===== src/design/ibs_pkg.sv =====
// Shared sizes, types and state codes of the integer bubble sort block.
package ibs_pkg;

	localparam int DEPTH = 64;
	localparam int WIDTH = 32;
	localparam int CNT_W = $clog2(DEPTH + 1);

	typedef logic signed [WIDTH-1:0] ibs_val_t;

	// Per-cycle command broadcast to every cell of the chain.
	typedef struct packed {
		logic insert;	// place the incoming element in sorted position
		logic shift;	// move every element one cell toward the head
	} ibs_cmd_t;

	typedef enum logic {
		ST_FILL,
		ST_DRAIN
	} ibs_state_t;

endpackage


===== src/design/ibs_cell.sv =====
// One sorting cell: holds one element and trades with its neighbors.
module ibs_cell
	import ibs_pkg::*;
(
	input  logic     clk,
	input  logic     arst_n,
	input  ibs_cmd_t cmd,
	input  ibs_val_t new_val,
	input  logic     left_keep,
	input  ibs_val_t left_val,
	input  logic     left_occ,
	input  ibs_val_t right_val,
	input  logic     right_occ,
	output logic     keep,
	output ibs_val_t val,
	output logic     occ
);

	ibs_val_t val_q;
	logic     occ_q;

	// Hold when occupied and not greater than the newcomer: equal values stay ahead.
	assign keep = occ_q && !(val_q > new_val);
	assign val  = val_q;
	assign occ  = occ_q;

	always_ff @(posedge clk or negedge arst_n) begin
		if (!arst_n) begin
			occ_q <= 1'b0;
		end else if (cmd.shift) begin
			occ_q <= right_occ;
		end else if (cmd.insert && !keep) begin
			occ_q <= left_keep ? 1'b1 : left_occ;
		end
	end

	always_ff @(posedge clk) begin
		if (cmd.shift) begin
			val_q <= right_val;
		end else if (cmd.insert && !keep) begin
			val_q <= left_keep ? new_val : left_val;
		end
	end

endmodule


===== config.mk =====
export PLATFORM = sky130hd
export DESIGN_NAME = ibs_cell
export DESIGN_NICKNAME = d
export VERILOG_FILES = /design/src/design/ibs_pkg.sv /design/src/design/ibs_cell.sv
export SDC_FILE = /design/constraint.sdc
export NUM_CORES = 1
export LEC_CHECK = 0
export ABC_AREA = 1
export BUFFER_PORTS_ARGS = -buffer_cell sky130_fd_sc_hd__buf_4
export CORE_MARGIN = 4
export CORE_UTILIZATION = 25
export CTS_CLUSTER_DIAMETER = 120
export DETAILED_ROUTE_END_ITERATION = 6
export MAX_ROUTING_LAYER = met4
export PLACE_DENSITY = 0.62
export SYNTH_ARGS = -nofsm -noshare
export SYNTH_HDL_FRONTEND = slang
export SYNTH_SLANG_ARGS = --single-unit

===== constraint.sdc =====
create_clock -name clk -period 2.4 [get_ports clk]
set_clock_uncertainty 0.15 [all_clocks]
set_input_delay 0.24 -clock clk [delete_from_list [all_inputs] [get_ports clk]]
set_output_delay 0.24 -clock clk [all_outputs]
set_load 0.1 [all_outputs]

==> reports/results.ini <==
[pwr]
vdd_drop_max_mv=0.224
swShare_pct=44.6
power_density_nw_per_um2=575
leakagePower_uw=0.00203
pwr-share-comb_pct=51.2
p_int_uw=1330
p_switching_uw=1070
total_power_uw=2400
pwr-share-seq_pct=31.8
p_clk_share_pct=17.0

[layout]
final_common_cell=buf_4
final_util_pct=42.6
finalNetCount=618
drive_above_1_share_pct=40.9
antenna_cells=0
final_cell_mix=buf_4, nand2_1, o21ai_1
syn_to_final_growth_pct=64.4

[synth]
synthTopCellsByArea=edfxtp_1, ha_1, nand2_1
synth_seq_cells=33
yosysWarnings=0
synth_top_cell_by_area=edfxtp_1
syn_area_sq_um=2540
syn_inst=333
syn_area_per_cell_sq_um=7.63
synth_cell_type_count=21
syn_nets=468
synth_top_area_share_pct=37.8
ys_seq_area_share_pct=38.8

[floorplanning]
io_pins=137
core-area_sq_um=9820
floorplan.initialDensity_pct=25.9
num_rows=36
die_area_sq_um=11800
die_y_microns=109
fp.dieW_microns=109

[global_route]
grt_pass1_wl_mm=12.2
antenna_found_initial=0
grt_max_degree=64
grt_pass1_vias=2644
grt_usage_pct=13.6
grt-ovfl-total=0

[outcome]
violations=negative setup slack
outcome=finished, violations left

[detailed_routing]
ant_nets=0
vias=2650
routed-wl-met3_microns=602
drtIter0Drc=102
drt_wl_total_mm=7.86
drt-met1-wl_mm=3.54
routed.top_layer=met4
wl_met2_mm=3.69
dr.pass1.iters=4
via_per_inst=4.29
drc_errors=0
wl_per_cell_microns=12.7

[sta]
hold_viol_final=0
final_max_slew_viol_count=0
setup_ws_ps=-46.0
fin_crit_sh_pct=102
max_freq_mhz=409
rsz0062_at_grt=true
setup_viol=32
max_slew_margin_pct=60.7
worst_slew_pin_slew_ps=589
period_minus_slack_ps=2450

[worst_setup_path]
critPathMostFrequentCell=nand2_1
path_cells=ha_4 -> nand2_1 -> nor2_2 -> nand2_2 -> clkinv_1 -> nand2_1 -> nand2_1 -> nand2_1 -> nand3_1 -> nand3_2 -> nand2_2 -> clkinvlp_4 -> buf_12
cp_num_buf_inv=3
crit_type=reg -> out
arrival_ps=2060
cp_top_family=simple AND/OR/NAND/NOR gates
worstSetupEndpointType=primary output
start_kind=flip-flop
cp_max_fo=2
slowest_stage=edfxtp_1
critPathRequiredTime_ps=2010
critPathMaxStageDelay_ps=440

[job]
cap_violations=0

[cts]
cts.clk_slew.worst_paths_ps=70
numCtsBuffers=5
cts_tree=done
htree_levels=2
clockBufferDepth=2
cts_root_buffer=clkbuf_8
clock-sinks=33
clk_latency_ps=280

[placement]
dp_hpwl_mm=5.88
portBuffers=136
gp_congestion=0.716

[worst_hold_path]
hp-class=in -> reg

-- power groups by stage --
stage | logic [uW] | clock network [uW] | registers [uW]
2_1_floorplan | 319 | 0 | 1240
3_3_place_gp | 1100 | 0 | 768
3_5_place_dp | 1110 | 0 | 772
4_1_cts | 1180 | 431 | 760
5_1_grt | 1320 | 462 | 774
6_report | 1230 | 408 | 765
-- cell families after synthesis --
kind of cell | synth area share, %
simple gates | 20.0
fa+ha+maj | 15.7
buf+inv | 8.61
compound gates | 16.8
flops | 38.8
-- through the flow --
stage	hold slack, ps	std cells	worst slack [ps]	instance area [sq um]	TNS (ps)
detailed placement	-133	592	-57.9	3750	-1810
global placement	-133	592	-17.3	3750	-481
global route	91.9	617	-194	4180	-5560
CTS	82.5	608	-100	3990	-100
floorplan	-206	333	-427	2590	-12630
finish	91.6	617	-46.0	4180	-506
-- final timing paths --
check	startpoint	slack, ps	to	depth (start not counted)
worst max-delay path	val[13]	-50	keep	13
worst min-delay path	right_val[23]	90	val[23]	3
worst max register to register	val[13]	-20	val[10]	15
worst min register to register	occ	420	occ	2
max in group asynchronous	arst_n	1900	occ	2
min in group asynchronous	arst_n	120	occ	2
-- metal layers --
layer  vias to the layer above  global-route usage (%)
li1                       1404                       -
met1                      1148                    17.1
met2                        96                    22.6
met3                         2                    2.90
met4                         0                    2.43
met5                         -                       -
-- worst register-to-register path: cells and delay by family (launching register included) --
kind	cells	cell delay, ps
buf+inv	3	270
fa+ha+maj	1	300
simple gates	11	990
flops	1	440
-- Yosys cell counts (all sizes together) --
master and instances:
ha 32, nand2 107, nor2 13, clkinv 1, clkbuf 13, o21a 2, nand4 2, edfxtp 32
a21oi 20, buf 1, dfrtp 1, o21ai 61, a21o 1, inv 43, nand3 4
-- registers in the layout, indices dropped and copies added, names as in the netlist --
register,count
val,32
occ,1
-- final cells by class --
class	instances	area (sq um)
Sequential cell	33	986
Timing Repair Buffer	153	1170
Tap cell	133	166
Fill cell	1038	5640
Clock buffer	8	80.1
Inverter	44	169
Multi-Input combinational cell	246	1610
-- repair_timing --
action / CTS / global route
hold buffers: 1 / 0
resized for setup: 14 / 16
pin swaps: 8 / 10
endpoints found under the hold margin: 1 / 0
setup endpoints to repair: 33 / 34
buffers inserted: 4 / 8
gates cloned: 3 / 1
Power figures use the tool's default switching activity.
